===== src/rtl/core/ldrt_pkg.sv =====
// ----------------------------------------------------------------------------
// ldrt_pkg: shared types and constants for the distinct-run tracker
// Widths of positions, byte slots and the request payloads of both channels.
// ----------------------------------------------------------------------------
package ldrt_pkg;

  localparam int unsigned POS_BITS  = 16;
  localparam int unsigned ALPHABET  = 256;
  localparam int unsigned SLOT_BITS = (ALPHABET > 1) ? $clog2(ALPHABET) : 1;
  localparam int unsigned LEN_BITS  = 17;

  typedef logic [7:0]           byte_t;
  typedef logic [SLOT_BITS-1:0] slot_t;
  typedef logic [POS_BITS-1:0]  pos_t;
  typedef logic [POS_BITS:0]    cnt_t;
  typedef logic [LEN_BITS-1:0]  len_t;

  // Bytes at or above the alphabet size share the top slot.
  function automatic slot_t fold_slot(byte_t b);
    slot_t s;
    if ({1'b0, b} >= 9'(ALPHABET)) begin
      s = slot_t'(ALPHABET - 1);
    end else begin
      s = b[SLOT_BITS-1:0];
    end
    return s;
  endfunction

endpackage


===== src/rtl/core/ldrt_if.sv =====
// ----------------------------------------------------------------------------
// ldrt channel interfaces
// Valid/ready channels for byte requests in and length results out.
// ----------------------------------------------------------------------------
interface ldrt_in_if;
  logic             valid;
  logic             ready;
  ldrt_pkg::byte_t  char_byte;
  logic             end_of_string;

  modport source (output valid, output char_byte, output end_of_string, input ready);
  modport sink   (input valid, input char_byte, input end_of_string, output ready);
endinterface

interface ldrt_out_if;
  logic            valid;
  logic            ready;
  ldrt_pkg::len_t  best_length;
  ldrt_pkg::len_t  window_length;
  logic            string_done;
  logic            length_overflow;

  modport source (output valid, output best_length, output window_length,
                  output string_done, output length_overflow, input ready);
  modport sink   (input valid, input best_length, input window_length,
                  input string_done, input length_overflow, output ready);
endinterface


===== src/rtl/core/longest_distinct_run_tracker.sv =====
// ----------------------------------------------------------------------------
// longest_distinct_run_tracker: longest run of distinct bytes, streamed
// Pipeline: the table is read at request accept into stage 1, then stage 1 updates and loads the result register.
// Throughput: one byte per cycle while the result register is free or being drained.
// Reset: control, window, position and best length clear; the position
//   table holds garbage until written and is qualified by per-slot valid bits.
// ----------------------------------------------------------------------------
module longest_distinct_run_tracker (
  input  logic            clk_i,
  input  logic            rst_ni,
  ldrt_in_if.sink         in_i,
  ldrt_out_if.source      out_o
);
  import ldrt_pkg::*;

  // Position table: last index at which each byte slot occurred.
  pos_t  last_pos_mem [ALPHABET];
  pos_t  mem_rd_q;

  // Stage 1: request waiting for its table read data.
  logic  s1_valid_q;
  slot_t s1_slot_q;
  logic  s1_eos_q;
  logic  s1_fwd_q;   // previous update wrote this slot while we read it

  // Tracker state
  logic [ALPHABET-1:0] seen_q;
  pos_t  wstart_q;
  cnt_t  pos_q;
  cnt_t  best_q;
  logic  ovf_q;

  // Output register
  logic  out_valid_q;
  len_t  out_best_q;
  len_t  out_win_q;
  logic  out_done_q;
  logic  out_ovf_q;

  logic  in_fire, s1_fire, s1_write, saturated;
  slot_t in_slot;
  pos_t  last_pos, wstart_d;
  cnt_t  win_len, best_d;
  logic  hit;

  // Stage 1 fires when the output register is free or being drained.
  assign s1_fire    = s1_valid_q && (!out_valid_q || out_o.ready);
  assign in_i.ready = !s1_valid_q || s1_fire;
  assign in_fire    = in_i.valid && in_i.ready;
  assign in_slot    = fold_slot(in_i.char_byte);

  // Once the position counter reaches 2^POS_BITS the string is no longer tracked.
  assign saturated = pos_q[POS_BITS];
  assign s1_write  = s1_fire && !saturated;

  always_comb begin
    // Forward the position written by the previous byte on a back-to-back repeat.
    last_pos = s1_fwd_q ? (pos_q[POS_BITS-1:0] - pos_t'(1)) : mem_rd_q;
    hit      = seen_q[s1_slot_q] && (last_pos >= wstart_q);
    wstart_d = wstart_q;
    best_d   = best_q;
    if (saturated) begin
      win_len = pos_q - {1'b0, wstart_q};
    end else begin
      if (hit) begin
        wstart_d = last_pos + pos_t'(1);
      end
      win_len = {1'b0, pos_q[POS_BITS-1:0]} - {1'b0, wstart_d} + cnt_t'(1);
      if (win_len > best_q) begin
        best_d = win_len;
      end
    end
  end

  // Table memory: one read port (issued at accept), one write port (stage 1).
  always_ff @(posedge clk_i) begin
    if (s1_write) begin
      last_pos_mem[s1_slot_q] <= pos_q[POS_BITS-1:0];
    end
    if (in_fire) begin
      mem_rd_q <= last_pos_mem[in_slot];
    end
  end

  // Stage 1 payload
  always_ff @(posedge clk_i) begin
    if (in_fire) begin
      s1_slot_q <= in_slot;
      s1_eos_q  <= in_i.end_of_string;
      s1_fwd_q  <= s1_write && (s1_slot_q == in_slot);
    end
  end

  // Control and tracker state
  always_ff @(posedge clk_i or negedge rst_ni) begin
    if (!rst_ni) begin
      s1_valid_q  <= 1'b0;
      out_valid_q <= 1'b0;
      seen_q      <= '0;
      wstart_q    <= '0;
      pos_q       <= '0;
      best_q      <= '0;
      ovf_q       <= 1'b0;
    end else begin
      if (in_fire) begin
        s1_valid_q <= 1'b1;
      end else if (s1_fire) begin
        s1_valid_q <= 1'b0;
      end

      if (s1_fire) begin
        out_valid_q <= 1'b1;
      end else if (out_o.ready) begin
        out_valid_q <= 1'b0;
      end

      if (s1_fire) begin
        if (s1_eos_q) begin
          // Last byte: clear everything for the next string.
          seen_q   <= '0;
          wstart_q <= '0;
          pos_q    <= '0;
          best_q   <= '0;
          ovf_q    <= 1'b0;
        end else if (saturated) begin
          ovf_q <= 1'b1;
        end else begin
          seen_q[s1_slot_q] <= 1'b1;
          wstart_q          <= wstart_d;
          pos_q             <= pos_q + cnt_t'(1);
          best_q            <= best_d;
        end
      end
    end
  end

  // Result payload
  always_ff @(posedge clk_i) begin
    if (s1_fire) begin
      out_best_q <= len_t'(best_d);
      out_win_q  <= len_t'(win_len);
      out_done_q <= s1_eos_q;
      out_ovf_q  <= ovf_q || saturated;
    end
  end

  assign out_o.valid           = out_valid_q;
  assign out_o.best_length     = out_best_q;
  assign out_o.window_length   = out_win_q;
  assign out_o.string_done     = out_done_q;
  assign out_o.length_overflow = out_ovf_q;

endmodule

===== src/flat_wrapper.sv =====
// flat-port wrapper written by rule: the top's interface ports become plain ports
module longest_distinct_run_tracker_flat import ldrt_pkg::*;
  (clk_i, rst_ni, in_i_valid, in_i_char_byte, in_i_end_of_string, in_i_ready, out_o_valid, out_o_best_length, out_o_window_length, out_o_string_done, out_o_length_overflow, out_o_ready);
  ldrt_in_if in_i_i ();
  ldrt_out_if out_o_i ();
  input  logic clk_i;
  input  logic rst_ni;
  input wire logic [$bits(in_i_i.valid)-1:0] in_i_valid;
  input wire logic [$bits(in_i_i.char_byte)-1:0] in_i_char_byte;
  input wire logic [$bits(in_i_i.end_of_string)-1:0] in_i_end_of_string;
  output wire logic [$bits(in_i_i.ready)-1:0] in_i_ready;
  output wire logic [$bits(out_o_i.valid)-1:0] out_o_valid;
  output wire logic [$bits(out_o_i.best_length)-1:0] out_o_best_length;
  output wire logic [$bits(out_o_i.window_length)-1:0] out_o_window_length;
  output wire logic [$bits(out_o_i.string_done)-1:0] out_o_string_done;
  output wire logic [$bits(out_o_i.length_overflow)-1:0] out_o_length_overflow;
  input wire logic [$bits(out_o_i.ready)-1:0] out_o_ready;
  assign in_i_i.valid = in_i_valid;
  assign in_i_i.char_byte = in_i_char_byte;
  assign in_i_i.end_of_string = in_i_end_of_string;
  assign in_i_ready = in_i_i.ready;
  assign out_o_valid = out_o_i.valid;
  assign out_o_best_length = out_o_i.best_length;
  assign out_o_window_length = out_o_i.window_length;
  assign out_o_string_done = out_o_i.string_done;
  assign out_o_length_overflow = out_o_i.length_overflow;
  assign out_o_i.ready = out_o_ready;
  longest_distinct_run_tracker u_core (.clk_i(clk_i), .rst_ni(rst_ni), .in_i(in_i_i), .out_o(out_o_i));
endmodule

===== config.mk =====
export PLATFORM = sky130hd
export DESIGN_NAME = longest_distinct_run_tracker_flat
export DESIGN_NICKNAME = d
export VERILOG_FILES = /design/src/rtl/core/ldrt_pkg.sv /design/src/rtl/core/ldrt_if.sv /design/src/rtl/core/longest_distinct_run_tracker.sv /design/src/flat_wrapper.sv
export SDC_FILE = /design/constraint.sdc
export NUM_CORES = 2
export LEC_CHECK = 0
export BUFFER_PORTS_ARGS = -buffer_cell sky130_fd_sc_hd__buf_2
export CELL_PAD_IN_SITES_DETAIL_PLACEMENT = 2
export CELL_PAD_IN_SITES_GLOBAL_PLACEMENT = 2
export CORE_MARGIN = 5
export CORE_UTILIZATION = 50
export DETAILED_ROUTE_END_ITERATION = 8
export HOLD_SLACK_MARGIN = 0.1
export PLACE_DENSITY_LB_ADDON = 0.12
export SLEW_MARGIN = 15
export SYNTH_ARGS = -nofsm -noshare
export SYNTH_HDL_FRONTEND = slang
export SYNTH_SLANG_ARGS = --single-unit

===== constraint.sdc =====
create_clock -name clk_i -period 13.1 [get_ports clk_i]
set_clock_uncertainty 0.1 [all_clocks]
set_input_delay 0 -clock clk_i [delete_from_list [all_inputs] [get_ports clk_i]]
set_output_delay 0 -clock clk_i [all_outputs]
set_load 0.02 [all_outputs]

==> results of run 1 <==
cell families after synthesis:
family                     Yosys count
and+or+nand+nor                    776
AOI/OAI and AO/OA                  414
DFF                               4467
adders and majority gates           85
buffers and inverters              482
xor gates and xnor gates            64
muxes                             1454
stage by stage:
| stage | instances | hold slack [ns] | area (sq um) | setup slack [ns] |
|---|---|---|---|---|
| after floorplan | 7742 | -0.396 | 175000 | 1.31 |
| after global placement | 12300 | -0.118 | 182000 | 3.10 |
==> flow_metrics.env, run 1 <==
export IMPL_rows=217
export IMPL_status="stopped before the end"
export IMPL_gp_congestion=0.816
export IMPL_synth_edf_count=4158
export IMPL_synth_seq_cells=4467
export IMPL_yosys_top_cells_count="edfxtp_1, mux4_2, nor2_1, dfrtp_1, clkbuf_1"
export IMPL_firstError="[ERROR DPL-0033] detailed placement checks failed during check placement."
export IMPL_io_pins=51
export IMPL_failed_stage="3_5_place_dp"
export IMPL_avgSynthCellArea_sq_um=22.6
export IMPL_ys_warn_count=0
export IMPL_synth_xor_area_share_pct=0.321
export IMPL_synth_top_family_by_area="multiplexers"
export IMPL_netlist_area_sq_um=175000
export IMPL_syn_nets=7840
export IMPL_synth_most_common_cell="edfxtp_1"
export IMPL_start_util_pct=50.1
export IMPL_synthTopCellsByArea="edfxtp_1, mux4_2, dfrtp_1"
export IMPL_synth_compound_area_share_pct=1.72
export IMPL_async_flop_share_pct=6.92
export IMPL_synth_top_area_share_pct=71.5
export IMPL_portBuffers=50
export IMPL_synth_flop_cell="edfxtp_1"
export IMPL_synth_simple_area_share_pct=1.90
export IMPL_yosysTopAreaCell="edfxtp_1"
export IMPL_seq_area_frac_synth_pct=75.9
export IMPL_synth_mux_area_share_pct=18.4
export IMPL_fp_dieH_microns=601
export IMPL_synthCells=7742
export IMPL_die_x_microns=601
export IMPL_ys_types=77
export IMPL_place_hpwl_mm=366
export IMPL_synth_adder_area_share_pct=0.618
==> inputs of run 2 (changes only) <==
CELL_PAD_IN_SITES_DETAIL_PLACEMENT = not set   (was 2)
CELL_PAD_IN_SITES_GLOBAL_PLACEMENT = not set   (was 2)
CORE_UTILIZATION = 35   (was 50)
HOLD_SLACK_MARGIN = not set   (was 0.1)
PLACE_DENSITY_LB_ADDON = 0.15   (was 0.12)
==> flow_metrics.env, run 2 <==
export IMPL_portBuffers=50
export IMPL_synth_adder_area_share_pct=0.618
export IMPL_start_kind="flop"
export IMPL_min_period_ns=10.14
export IMPL_setup_viol=0
export IMPL_status="finished, final reports clean"
export IMPL_p_seq_share_pct=51.4
export IMPL_slowest_stage="nor2_1"
export IMPL_drt_total_wl_mm=507
export IMPL_gp_congestion=0.808
export IMPL_synthTopCellsByArea="edfxtp_1, mux4_2, dfrtp_1"
export IMPL_setup_ws_ns=2.96
export IMPL_final_cell_mix="edfxtp_1, mux4_2, clkbuf_16"
export IMPL_die_x_microns=716
export IMPL_comb_power_share_pct=6.9
export IMPL_max_slew_margin_pct=17.8
export IMPL_cts_tree="done"
export IMPL_finalPower_mw=30.8
export IMPL_num_nets_final=8183
export IMPL_rows=259
export IMPL_cts_htree_levels=5
export IMPL_synth_top_family_by_area="multiplexers"
export IMPL_peakVddDrop_mv=0.118
export IMPL_synth_flop_cell="edfxtp_1"
export IMPL_final_layout_size_suffix_gt1_share_pct=31.0
export IMPL_postCtsResizedCells=0
export IMPL_top_register="u_core.last_pos_mem"
export IMPL_drc_errors=0
export IMPL_fp_dieH_microns=716
export IMPL_synth_mux_area_share_pct=18.4
export IMPL_clk_pin_slew_ns=0.06
export IMPL_wire_per_inst_microns=33.5
export IMPL_layout_commonest_cell="edfxtp_1"
export IMPL_cts_hold_buf=20
export IMPL_die_area_sq_um=513000
export IMPL_p_per_area_nw_per_um2=154
export IMPL_drt_initial_drc_count=8883
export IMPL_period_share_pct=77.4
export IMPL_synth_seq_cells=4467
export IMPL_yosysTopAreaCell="edfxtp_1"
export IMPL_tightestPinTransition_ns=1.23
export IMPL_leakagePower_nw=69.2
export IMPL_crit_fanout=53
export IMPL_place_ws_ns=2.79
export IMPL_grt_use_total_pct=19.5
export IMPL_synth_edf_count=4158
export IMPL_max_freq_mhz=98.6
export IMPL_finalMaxSlewViolations=0
export IMPL_regArea_sq_um=133000
export IMPL_io_pins=51
export IMPL_netlist_area_sq_um=175000
export IMPL_hold_viol=0
export IMPL_rsz0062_at_grt="no"
export IMPL_cts_max_path_buffers=4
export IMPL_fin_cells=15100
export IMPL_crit_path_end_kind="flop"
export IMPL_largestRegisters="u_core.last_pos_mem: 4096 flops, u_core.seen_q: 256 flops"
export IMPL_whs_ns=0.144
export IMPL_p_int_mw=23.8
export IMPL_cts_sinks=4467
export IMPL_cap_viol_max_count=0
export IMPL_fin_tns_setup_ns=0
export IMPL_seq_area_frac_synth_pct=75.9
export IMPL_path_class="flop to flop"
export IMPL_cpMostUsedCell="ha_1"
export IMPL_synth_most_common_cell="edfxtp_1"
export IMPL_ant_nets=0
export IMPL_start_util_pct=35.1
export IMPL_p_sw_share_pct=22.6
export IMPL_cts_made_buffers=461
export IMPL_multi_input_area_sq_um=41700
export IMPL_async_flop_share_pct=6.92
export IMPL_clk_latency_ns=1.03
export IMPL_clkPwrFrac_pct=41.7
export IMPL_fillers=43500
export IMPL_antenna_found_initial=41
export IMPL_grt_pass1_wl_mm=708
export IMPL_synth_compound_area_share_pct=1.72
export IMPL_synthCells=7742
export IMPL_synth_top_area_share_pct=71.5
export IMPL_yosys_top_cells_count="edfxtp_1, mux4_2, nor2_1, dfrtp_1, clkbuf_1"
export IMPL_postCtsSetupRepairBufs=0
export IMPL_clockRootBuffer="clkbuf_16"
export IMPL_worstPathRequired_ns=13.93
export IMPL_area_growth_pct=14.6
export IMPL_dr_pass1_iters=5
export IMPL_coreArea_sq_um=497000
export IMPL_viasPerCell=5.52
export IMPL_synth_xor_area_share_pct=0.321
export IMPL_placed_cells=14300
export IMPL_worstHoldPathType="primary input to async pin"
export IMPL_largest_reg_flops=4096
export IMPL_grt_max_degree=153
export IMPL_place_hpwl_mm=290
export IMPL_vias=83600
export IMPL_grt_remaining_overflow=0
export IMPL_synth_simple_area_share_pct=1.90
export IMPL_ys_types=77
export IMPL_syn_nets=7840
export IMPL_avgSynthCellArea_sq_um=22.6
export IMPL_critPathMaxStageDelay_ns=1.01
export IMPL_critPathArrivalTime_ns=10.97
export IMPL_p_switching_mw=6.96
export IMPL_grt_pass1_vias=86600
export IMPL_ys_warn_count=0
-- run 2: cell counts after synthesis --
No cell type changed its count.
-- run 2: worst max-delay path: cells and delay by family (launching register included) --
kind,cells,cell delay [ns]
AO/OA/AOI/OAI,15,3.79
AND/OR/NAND/NOR,6,3.18
adder cells (fa/ha/maj),5,1.24
flip-flops,1,0.69
XOR/XNOR,2,0.39
multiplexers,1,0.32
buffers and inverters,2,0.29
-- run 2: kinds of logic (layout without fill, tap and decap cells) --
group | after synthesis | after routing
flip-flops | 4467 | 4467
adder cells (fa/ha/maj) | 85 | 85
AND/OR/NAND/NOR | 776 | 776
multiplexers | 1454 | 1454
XOR/XNOR | 64 | 64
AO/OA/AOI/OAI | 414 | 414
buffers and inverters | 482 | 1202
other | 0 | 10
-- run 2: layer usage --
metal  track usage (%)  routed length (microns)  share of wire (%)  vias up
li1                  -                        -                  -    33500
met1              27.9                   221000                 44    46700
met2              31.5                   243000                 48     2744
met3              3.02                    29400                5.8      647
met4              4.74                    13100                2.6        2
met5                 0                       12             0.0024        -
-- run 2: through the flow --
| step | area [sq um] | utilization [%] |
|---|---|---|
| after floorplan | 175000 | - |
| final | 200000 | 40.2 |
| after detailed placement | 185000 | 37.2 |
| after global placement | 185000 | 37.2 |
| after global routing | 200000 | 40.2 |
| after CTS | 200000 | 40.2 |
-- run 2: path summary, 6_finish.rpt --
| check | startpoint | endpoint | slack (ns) | cells after the start |
|---|---|---|---|---|
| worst min-delay path | rst_ni | u_core.out_o.valid | 0.14 | 4 |
| worst max register to register | u_core.pos_q[0] | u_core.best_q[6] | 2.96 | 31 |
| worst min register to register | u_core.seen_q[42] | u_core.seen_q[42] | 0.39 | 1 |
| max in group asynchronous | rst_ni | u_core.seen_q[101] | 11.88 | 4 |
| min in group clk_i | in_i_char_byte[3] | u_core.s1_slot_q[3] | 0.16 | 2 |
| worst max-delay path | u_core.pos_q[0] | u_core.best_q[6] | 2.96 | 31 |
-- run 2: area by class of cell --
type | count | area share [%]
clock inverters | 239 | 1.11
repair buffers | 303 | 1.25
inverters | 59 | 0.111
clock buffers | 601 | 6.18
well taps | 6655 | 4.16
multi-input cells | 2793 | 20.8
flip-flops and latches | 4467 | 66.3
diodes | 10 | 0.0125
-- run 2: power groups by stage --
stage / Clock [mW] / Sequential [mW] / Combinational [mW]
floorplan: 0 / 16.3 / 1.24
global placement: 0 / 16.1 / 2.12
detailed placement: 0 / 16.1 / 2.13
CTS: 13.1 / 15.8 / 2.15
global route: 13.7 / 15.8 / 2.30
finish: 12.8 / 15.8 / 2.12
Power figures use the tool's default switching activity.
